### src/sv/brfms_pkg.sv
package brfms_pkg;

  // Processor mode codes.
  localparam logic [4:0] MODE_USR = 5'h10;
  localparam logic [4:0] MODE_FIQ = 5'h11;
  localparam logic [4:0] MODE_IRQ = 5'h12;
  localparam logic [4:0] MODE_SVC = 5'h13;
  localparam logic [4:0] MODE_ABT = 5'h17;
  localparam logic [4:0] MODE_UND = 5'h1B;
  localparam logic [4:0] MODE_SYS = 5'h1F;

  // Start values of the visible registers.
  localparam logic [31:0] RST_PC    = 32'h0800_0000;
  localparam logic [31:0] RST_R1    = 32'h0000_00EA;
  localparam logic [31:0] RST_SP    = 32'h0300_7F00;

  // Bank geometry.
  localparam int NumRegs   = 16;
  localparam int NumHigh   = 5;
  localparam int NumBanks  = 6;
  localparam int NumSaved  = 5;

  // Operation codes of an item.
  typedef enum logic [2:0] {
    K_READ_REG  = 3'd0,
    K_WRITE_REG = 3'd1,
    K_MODE      = 3'd2,
    K_READ_SPSR = 3'd3,
    K_WRITE_SPSR = 3'd4
  } kind_t;

  // Controller states.
  typedef enum logic {
    ST_IDLE,
    ST_EXEC
  } state_t;

  // Commands from the controller to the datapath.
  typedef struct packed {
    logic capture;
    logic execute;
  } cmd_t;

  // Bank slot of a mode code.
  typedef struct packed {
    logic       ok;
    logic [2:0] idx;
  } slot_t;

  function automatic slot_t mode_slot(logic [4:0] m);
    slot_t s;
    s.ok  = 1'b1;
    s.idx = 3'd0;
    case (m)
      MODE_USR, MODE_SYS: s.idx = 3'd0;
      MODE_FIQ: s.idx = 3'd1;
      MODE_IRQ: s.idx = 3'd2;
      MODE_SVC: s.idx = 3'd3;
      MODE_ABT: s.idx = 3'd4;
      MODE_UND: s.idx = 3'd5;
      default: s.ok = 1'b0;
    endcase
    return s;
  endfunction

endpackage

### src/sv/brfms_ctrl.sv
module brfms_ctrl
  import brfms_pkg::*;
(
  input  logic clk,
  input  logic rst,
  input  logic in_valid,
  output logic in_ready,
  output logic out_valid,
  input  logic out_ready,
  output cmd_t cmd
);

  state_t state;
  state_t state_next;
  logic   out_full;
  logic   out_full_next;

  // State register and output-full flag.
  always_ff @(posedge clk) begin
    if (rst) begin
      state    <= ST_IDLE;
      out_full <= 1'b0;
    end else begin
      state    <= state_next;
      out_full <= out_full_next;
    end
  end

  // Next state and commands.
  always_comb begin
    state_next    = state;
    in_ready      = 1'b0;
    cmd.capture   = 1'b0;
    cmd.execute   = 1'b0;
    out_full_next = out_full && !out_ready;
    case (state)
      ST_IDLE: begin
        in_ready = 1'b1;
        if (in_valid) begin
          cmd.capture = 1'b1;
          state_next  = ST_EXEC;
        end
      end
      ST_EXEC: begin
        // The result may only be written once the output register is free.
        if (!out_full || out_ready) begin
          cmd.execute   = 1'b1;
          out_full_next = 1'b1;
          state_next    = ST_IDLE;
        end
      end
      default: state_next = ST_IDLE;
    endcase
  end

  assign out_valid = out_full;

endmodule

### src/sv/brfms_dp.sv
module brfms_dp
  import brfms_pkg::*;
(
  input  logic        clk,
  input  logic        rst,
  input  cmd_t        cmd,
  input  logic [2:0]  kind,
  input  logic [3:0]  reg_index,
  input  logic [31:0] write_value,
  input  logic [4:0]  target_mode,
  output logic [31:0] read_value,
  output logic [4:0]  mode_now,
  output logic        error
);

  // Captured item.
  logic [2:0]  cap_kind;
  logic [3:0]  cap_idx;
  logic [31:0] cap_val;
  logic [4:0]  cap_mode;

  // Architectural state.
  logic [31:0] regs [NumRegs];
  logic [31:0] shadow [NumHigh];
  logic [31:0] bank_sp [NumBanks];
  logic [31:0] bank_lr [NumBanks];
  logic [31:0] bank_spsr [NumSaved];
  logic [31:0] spsr;
  logic [4:0]  cur_mode;

  slot_t       from_slot;
  slot_t       to_slot;
  logic        has_spsr;
  logic        do_switch;
  logic        fiq_cross;
  logic [31:0] sp_in;
  logic [31:0] lr_in;
  logic [31:0] rd;
  logic        err;
  logic [4:0]  mode_after;

  // Hold the accepted item.
  always_ff @(posedge clk) begin
    if (cmd.capture) begin
      cap_kind <= kind;
      cap_idx  <= reg_index;
      cap_val  <= write_value;
      cap_mode <= target_mode;
    end
  end

  // Decode of the captured operation.
  always_comb begin
    from_slot  = mode_slot(cur_mode);
    to_slot    = mode_slot(cap_mode);
    has_spsr   = from_slot.ok && (from_slot.idx != 3'd0);
    do_switch  = (cap_kind == K_MODE) && to_slot.ok && (cap_mode != cur_mode);
    fiq_cross  = (cur_mode == MODE_FIQ) != (cap_mode == MODE_FIQ);
    // User and system share a bank, so r13 and r14 stay as they are.
    sp_in      = (from_slot.idx == to_slot.idx) ? regs[13] : bank_sp[to_slot.idx];
    lr_in      = (from_slot.idx == to_slot.idx) ? regs[14] : bank_lr[to_slot.idx];
    rd         = '0;
    err        = 1'b0;
    mode_after = do_switch ? cap_mode : cur_mode;
    case (cap_kind)
      K_READ_REG:   rd = regs[cap_idx];
      K_WRITE_REG:  rd = '0;
      K_MODE:       err = !to_slot.ok;
      K_READ_SPSR: begin
        if (has_spsr) begin
          rd = spsr;
        end else begin
          err = 1'b1;
        end
      end
      K_WRITE_SPSR: err = !has_spsr;
      default:      rd = '0;
    endcase
  end

  // State update on execute.
  always_ff @(posedge clk) begin
    if (rst) begin
      // Start values: r0 and r15 hold the entry point, r1 and r13 their own.
      for (int i = 0; i < NumRegs; i++) begin
        if (i == 0 || i == 15) begin
          regs[i] <= RST_PC;
        end else if (i == 1) begin
          regs[i] <= RST_R1;
        end else if (i == 13) begin
          regs[i] <= RST_SP;
        end else begin
          regs[i] <= '0;
        end
      end
      for (int i = 0; i < NumHigh; i++) begin
        shadow[i] <= '0;
      end
      for (int i = 0; i < NumBanks; i++) begin
        bank_sp[i] <= '0;
        bank_lr[i] <= '0;
      end
      for (int i = 0; i < NumSaved; i++) begin
        bank_spsr[i] <= '0;
      end
      spsr     <= '0;
      cur_mode <= MODE_SYS;
    end else if (cmd.execute) begin
      if (cap_kind == K_WRITE_REG) begin
        regs[cap_idx] <= cap_val;
      end
      if (cap_kind == K_WRITE_SPSR && has_spsr) begin
        spsr <= cap_val;
      end
      if (do_switch) begin
        // Save the outgoing bank, then load the incoming one.
        bank_sp[from_slot.idx] <= regs[13];
        bank_lr[from_slot.idx] <= regs[14];
        if (from_slot.idx != 3'd0) begin
          bank_spsr[from_slot.idx - 3'd1] <= spsr;
        end
        if (fiq_cross) begin
          for (int i = 0; i < NumHigh; i++) begin
            regs[8 + i] <= shadow[i];
            shadow[i]   <= regs[8 + i];
          end
        end
        regs[13] <= sp_in;
        regs[14] <= lr_in;
        if (to_slot.idx != 3'd0) begin
          spsr <= bank_spsr[to_slot.idx - 3'd1];
        end
        cur_mode <= cap_mode;
      end
    end
  end

  // Result register.
  always_ff @(posedge clk) begin
    if (cmd.execute) begin
      read_value <= rd;
      mode_now   <= mode_after;
      error      <= err;
    end
  end

endmodule

### src/sv/banked_register_file_mode_switch.sv
// Channel   Handshake              Payload
// in        in_valid / in_ready    kind, reg_index, write_value, target_mode
// out       out_valid / out_ready  read_value, mode_now, error
//
// An item is captured in ST_IDLE and executed in ST_EXEC, so the block takes no
// new item until the last one has executed; the two-state controller sets that.
// The result sits in an output register, so the next item is taken while it
// waits. An item waits in execution only while the previous result is unread.
// Reset clears the handshake state and loads the start register values.
module banked_register_file_mode_switch
  import brfms_pkg::*;
(
  input  logic        clk,
  input  logic        rst,
  input  logic        in_valid,
  output logic        in_ready,
  input  logic [2:0]  kind,
  input  logic [3:0]  reg_index,
  input  logic [31:0] write_value,
  input  logic [4:0]  target_mode,
  output logic        out_valid,
  input  logic        out_ready,
  output logic [31:0] read_value,
  output logic [4:0]  mode_now,
  output logic        error
);

  cmd_t cmd;

  // Sequencing of items.
  brfms_ctrl u_ctrl (
    .clk       (clk),
    .rst       (rst),
    .in_valid  (in_valid),
    .in_ready  (in_ready),
    .out_valid (out_valid),
    .out_ready (out_ready),
    .cmd       (cmd)
  );

  // Register banks and result register.
  brfms_dp u_dp (
    .clk         (clk),
    .rst         (rst),
    .cmd         (cmd),
    .kind        (kind),
    .reg_index   (reg_index),
    .write_value (write_value),
    .target_mode (target_mode),
    .read_value  (read_value),
    .mode_now    (mode_now),
    .error       (error)
  );

  // A reported mode is always a legal mode code.
  a_mode_legal: assert property (@(posedge clk) disable iff (rst)
    out_valid |-> mode_slot(mode_now).ok)
    else $error("illegal mode reported");

  // An erroring item never returns data.
  a_err_no_data: assert property (@(posedge clk) disable iff (rst)
    out_valid && error |-> read_value == '0)
    else $error("error with nonzero read value");

  // One item in flight: no accept right after an accept.
  a_one_item: assert property (@(posedge clk) disable iff (rst)
    in_valid && in_ready |=> !in_ready)
    else $error("second item accepted while busy");

  // Execution always yields a pending result.
  a_exec_result: assert property (@(posedge clk) disable iff (rst)
    cmd.execute |=> out_valid)
    else $error("executed item lost");

endmodule

### config.mk
export PLATFORM = sky130hd
export DESIGN_NAME = banked_register_file_mode_switch
export DESIGN_NICKNAME = d
export VERILOG_FILES = /design/src/sv/brfms_pkg.sv /design/src/sv/brfms_ctrl.sv /design/src/sv/brfms_dp.sv /design/src/sv/banked_register_file_mode_switch.sv
export SDC_FILE = /design/constraint.sdc
export NUM_CORES = 2
export LEC_CHECK = 0
export BUFFER_PORTS_ARGS = -buffer_cell sky130_fd_sc_hd__buf_2
export CAP_MARGIN = 10
export CORE_AREA = 10 10 339 341
export DETAILED_ROUTE_END_ITERATION = 7
export DIE_AREA = 0 0 349 351
export PLACE_DENSITY = 0.77
export SYNTH_ARGS = -nofsm -noshare
export SYNTH_HDL_FRONTEND = slang
export SYNTH_SLANG_ARGS = --single-unit
### constraint.sdc
create_clock -name clk -period 12 [get_ports clk]
set_clock_uncertainty 0.05 [all_clocks]
set_input_delay 2.4 -clock clk [delete_from_list [all_inputs] [get_ports clk]]
set_output_delay 2.4 -clock clk [all_outputs]
set_load 0.005 [all_outputs]
* Word level (Yosys, flattened, before mapping)
Memories as Yosys holds them, arrays and structs flattened. A register that Yosys moved wholly into a read port is not among the register bits. Index checks and enable logic that the tools add are counted.
Storage, ports and cells: bits in registers 121, memory bits (writable) 1216, memories 5, input port bits 48, word-level logic and storage cells 139
Operators by class: bitwise operators 13, muxes and demuxes 68, equality and inequality tests 21, reduce and logical (&&, ||, !) cells 19, add/sub/neg operators 2
Memory list:
- u_dp.regs | words 16, bits a word 32, rd ports 8, clocked after memory_dff 1, write ports 16, RTL line brfms_dp.sv:23 | logic [31:0] regs [NumRegs];
- u_dp.bank_lr | words 6, bits a word 32, rd ports 1, clocked after memory_dff 0, write ports 6, RTL line brfms_dp.sv:26 | logic [31:0] bank_lr [NumBanks];
- u_dp.bank_sp | words 6, bits a word 32, rd ports 1, clocked after memory_dff 0, write ports 6, RTL line brfms_dp.sv:25 | logic [31:0] bank_sp [NumBanks];
- u_dp.bank_spsr | words 5, bits a word 32, rd ports 1, clocked after memory_dff 0, write ports 5, RTL line brfms_dp.sv:27 | logic [31:0] bank_spsr [NumSaved];
- u_dp.shadow | words 5, bits a word 32, rd ports 5, clocked after memory_dff 0, write ports 5, RTL line brfms_dp.sv:24 | logic [31:0] shadow [NumHigh];
Operators by type and width (number):
- $mux 32 | 22
- $reduce_or 32->1 | 4
- $eq 5x5->1 const B | 14
- $pmux 32 s2 | 1
- $mux 1 | 35
- $pmux 3 s5 | 2
- $reduce_or 7->1 | 2
- $or 1x1->1 | 12
- $mux 3 | 3
- $mux 4 | 2
- $eq 3x2->1 const B | 2
- $reduce_bool 3->1 | 2
- $sub 3x1->3 const B | 2
- $logic_and 1x1->1 | 5
- $mux 5 | 1
- $ne 5x5->1 | 1
- $logic_not 1->1 | 4
- $eq 3x1->1 const B | 1
- $eq 3x3->1 | 1
- $eq 3x3->1 const B | 1
- $logic_not 3->1 | 1
- $pmux 1 s3 | 1
- $pmux 1 s2 | 1
- $logic_or 1x1->1 | 1
- other kinds (2) | 2

* Logic depth before layout (Yosys ltp)
depth in word-level cells 11, gate-level depth with buffers 17

* Modules after synthesis
From an unflattened synthesis, not the netlist that was laid out.
Unflattened totals: cell total of the unflattened synthesis 4208, area total of the unflattened synthesis 63044.2 um^2
By module, submodules not included:
- brfms_dp | times used 1, cells an instance 4199, area each 62956.6 um^2
- brfms_ctrl | times used 1, cells an instance 9, area each 87.6 um^2

* Worst setup path after synthesis
Ideal clock, no wire load.
kind input-to-reg, start input out_ready, end memory u_dp.bank_lr[1][0], enable pin, setup time 582 ps, required time 11368 ps, stages 5, buffers on the path 0, arrival time 8466 ps, slack 2902 ps, path through nand2b_1 -> nand2_1 -> inv_1 -> nand2_1 -> o31ai_1
RTL lines:
- start: declaration | RTL line banked_register_file_mode_switch.sv:22 | input logic out_ready,
- end: declaration | RTL line brfms_dp.sv:26

==> run metrics <==
Comb power frac=0.061; LEAKAGE=26.3 nW; TritonCTS clock tree=done; reg2reg end=u_dp.spsr[26]; hold_sp=u_dp.shadow[0][6]; post-synth top area cell=edfxtp_1; Starting Density=0.624; Mapped Cells=4,595; CP Class=input pin to flip-flop; clock power share=0.405; Core Util, Final=0.688; max_slew headroom=0.133; global-route wire length before repair=258,000 um; Hold WC Path Type=flip-flop to flip-flop; post_cts resized=0; Post-CTS Setup Bufs=0; Crit-path slowest cell=nand3_1; I/O Pins=88; final hold violation count=0; Tightest Pin Transition=1.30 ns; Post-synth EDFFs=1,502; signal arrival time at the worst endpoint=6.24 ns; Net Switching=2.67 mW; DRT Wirelength=174,000 um; Avg Inst Size Synth=14.7 um2; critical path, cell by cell=buf_2 > inv_6 > nand3_1 > nor4_4 > buf_4 > or2_4 > buf_4; stages on the worst setup path=7; Remaining DRCs=0; cell area after synthesis=0.0675 mm2; Peak Freq=169 MHz; Final Setup Violations=0; hold depth=1; Synth top area share=0.668; TritonCTS buffer count=156; Power per Cell Area=158 mW/mm2; R2R depth=11; Critical Path RT=12.34 ns; post-detail-place hpwl=99,500 um; total power=11.7 mW; core box area=0.108 mm2; total global routing track utilization=0.284; Yosys warning count=0; antenna-violating nets left=0; synthesis-to-layout area growth=10.1%; Via density=6.53; maxcap violations=0; final hold slack=0.472 ns; Via Count=40,400; gp weighted congestion=0.819; WP buf/inv=4; clock slew at reported path FFs=0.06 ns; CP delay by family, top=buffers and inverters; fraction of layout cells with a size suffix above 1=0.149; H-Tree Depth=4; clk root buf=clkbuf_16; post-synthesis async set-or-reset flop share=0; die extent in x=349 um; Pins Over Slew Limit=0; clock buffer depth=3; Most used DFF post-synth=edfxtp_1; reg2reg start=u_dp.cap_mode[2]; Startpoint Class=input pin; final-stage net count=4,700; hold buffer count at cts=0; Design Area, Final=0.0743 mm2; Peak VDD IR=0.000118 V; vias in the first global route=40,100; Yosys reg bits=1,545; largest net degree at the start of global routing=109; First DRT Iteration DRCs=5,144; die area=0.122 mm2; Final min period=5.90 ns; Sw Share=0.228; CP Capture Type=flip-flop; total clock sinks=1,545; Max FO, Critical Path=65; Chip Height=351 um; Cell Int Power=9.04 mW; Avg WL per Cell=28.0 um; placed inst area=0.0694 mm2; initial antenna violation count=6; RSZ-0062 raised after global routing=false; register area share after synthesis=0.681; post-synth cell types=74; period utilization=0.492; latest clock arrival within the worst-skew pair=0.78 ns; total gr overflow=0; TritonRoute pass-1 iters=6; max incr delay on CP=0.82 ns; WHS Endpoint=u_dp.regs[8][6]; Sum Neg Setup Slack=0 ns; cell repeated most along the worst path=buf_4; sequential share of power=0.534; run status=completed; Port Buf Inserts=87; top cells by area, synth=edfxtp_1 (67%), and2_1 (8.0%), mux4_2 (6.7%); Std-Cell Rows=121; Worst R2R Setup Slack=6.75 ns
## Yosys cell counts, types with 7 or more instances
library cell and number:
edfxtp_1 1502, and2_1 861, nand2_1 502, clkbuf_1 227
mux4_2 201, mux2i_1 130, o21ai_0 126, nand3_1 100
a22o_1 96, and3_1 85, buf_2 74, nor4_1 64
o22ai_1 60, a21oi_1 56, o211ai_1 48, dfxtp_1 43
clkbuf_2 35, inv_1 35, o31ai_1 32, a221o_1 30
mux2_2 30, buf_1 19, nor2_1 19, a31oi_1 17
buf_4 15, o22a_1 15, a211o_1 13, or2_2 13
o2111ai_1 12, o31ai_2 12, a32o_1 9, or3_1 9
nand2b_1 8, buf_6 7, xor2_1 7
## layout by cell type, fill, tap and decap left out, types with 10 or more instances in the layout
cell type     n
o22a_1       15
and2_1      861
nand3_1      98
nor2_1       12
o21ai_4      14
clkinv_1     30
nand2_1     502
buf_2        87
mux4_2      201
o22ai_1      60
o21ai_0     112
a31oi_1      16
dfxtp_1      39
o31ai_2      12
a22o_1       96
clkbuf_1     43
clkbuf_16   157
a221o_1      30
nor4_1       62
clkinv_2     18
mux2_2       30
inv_1        33
o31ai_1      30
and3_1       84
a211o_1      13
a21oi_1      55
o211ai_1     48
mux2i_1     130
bufinv_16    10
buf_4        82
o2111ai_1    12
edfxtp_1   1502
conb_1      108
## through the flow
stage,cells,worst slack (ns)
6_report,6189,6.10
5_1_grt,6188,5.99
4_1_cts,6188,6.19
3_5_place_dp,5904,5.38
3_3_place_gp,5904,5.44
2_1_floorplan,4702,2.90
## how the worst max path moves through the flow
stage	slack, ns	startpoint	end
after floorplan	2.90	out_ready	u_dp.bank_lr[1][0]
after global placement	5.44	rst	u_dp.bank_sp[0][12]
after detailed placement	5.38	rst	u_dp.bank_sp[0][22]
final	6.10	rst	u_dp.bank_sp[0][23]
after CTS	6.19	rst	u_dp.bank_sp[0][22]
after global routing	5.99	rst	u_dp.bank_sp[0][23]
## state kept, by name, summed over array words and instances, names as in the netlist, 5 cells and up, named ones only
name / cells
u_dp.cap_mode: 5
u_dp.cur_mode: 5
u_dp.spsr: 32
u_dp.cap_val: 32
u_dp.bank_lr: 248
u_dp.bank_spsr: 256
u_dp.mode_now: 5
u_dp.shadow: 160
u_dp.bank_sp: 244
u_dp.regs: 512
u_dp.read_value: 32
## cell families after synthesis
family                   synth area share
AND/OR/NAND/NOR                     0.139
flip-flops                          0.681
AO/OA/AOI/OAI                      0.0579
buffers and inverters              0.0286
multiplexers                       0.0914
XOR/XNOR                          0.00130
adder cells (fa/ha/maj)          0.000742
other                           0.0000556
## power groups by stage
stage / sequential, mW / combinational, mW / clock [mW]
2_1_floorplan: 6.28 / 0.457 / 0
3_3_place_gp: 6.35 / 0.686 / 0
3_5_place_dp: 6.36 / 0.699 / 0
4_1_cts: 6.25 / 0.703 / 4.78
5_1_grt: 6.27 / 0.741 / 5.00
6_report: 6.25 / 0.709 / 4.75
## layout make-up
type,instances,area (um2)
clock inverter,76,731
multi-input combinational,2735,20400
inverter,39,161
fill,7025,33800
tap,1414,1770
sequential,1545,46000
antenna,1,2.50
timing repair buffer,171,1090
clock buffer,208,4200
## routing by layer
metal / wire [um] / GRT usage
met5: 47 / 0
met2: 81700 / 0.451
met1: 65400 / 0.385
met3: 19800 / 0.0632
met4: 6670 / 0.106
No activity file was read; power rests on OpenSTA's default activity.
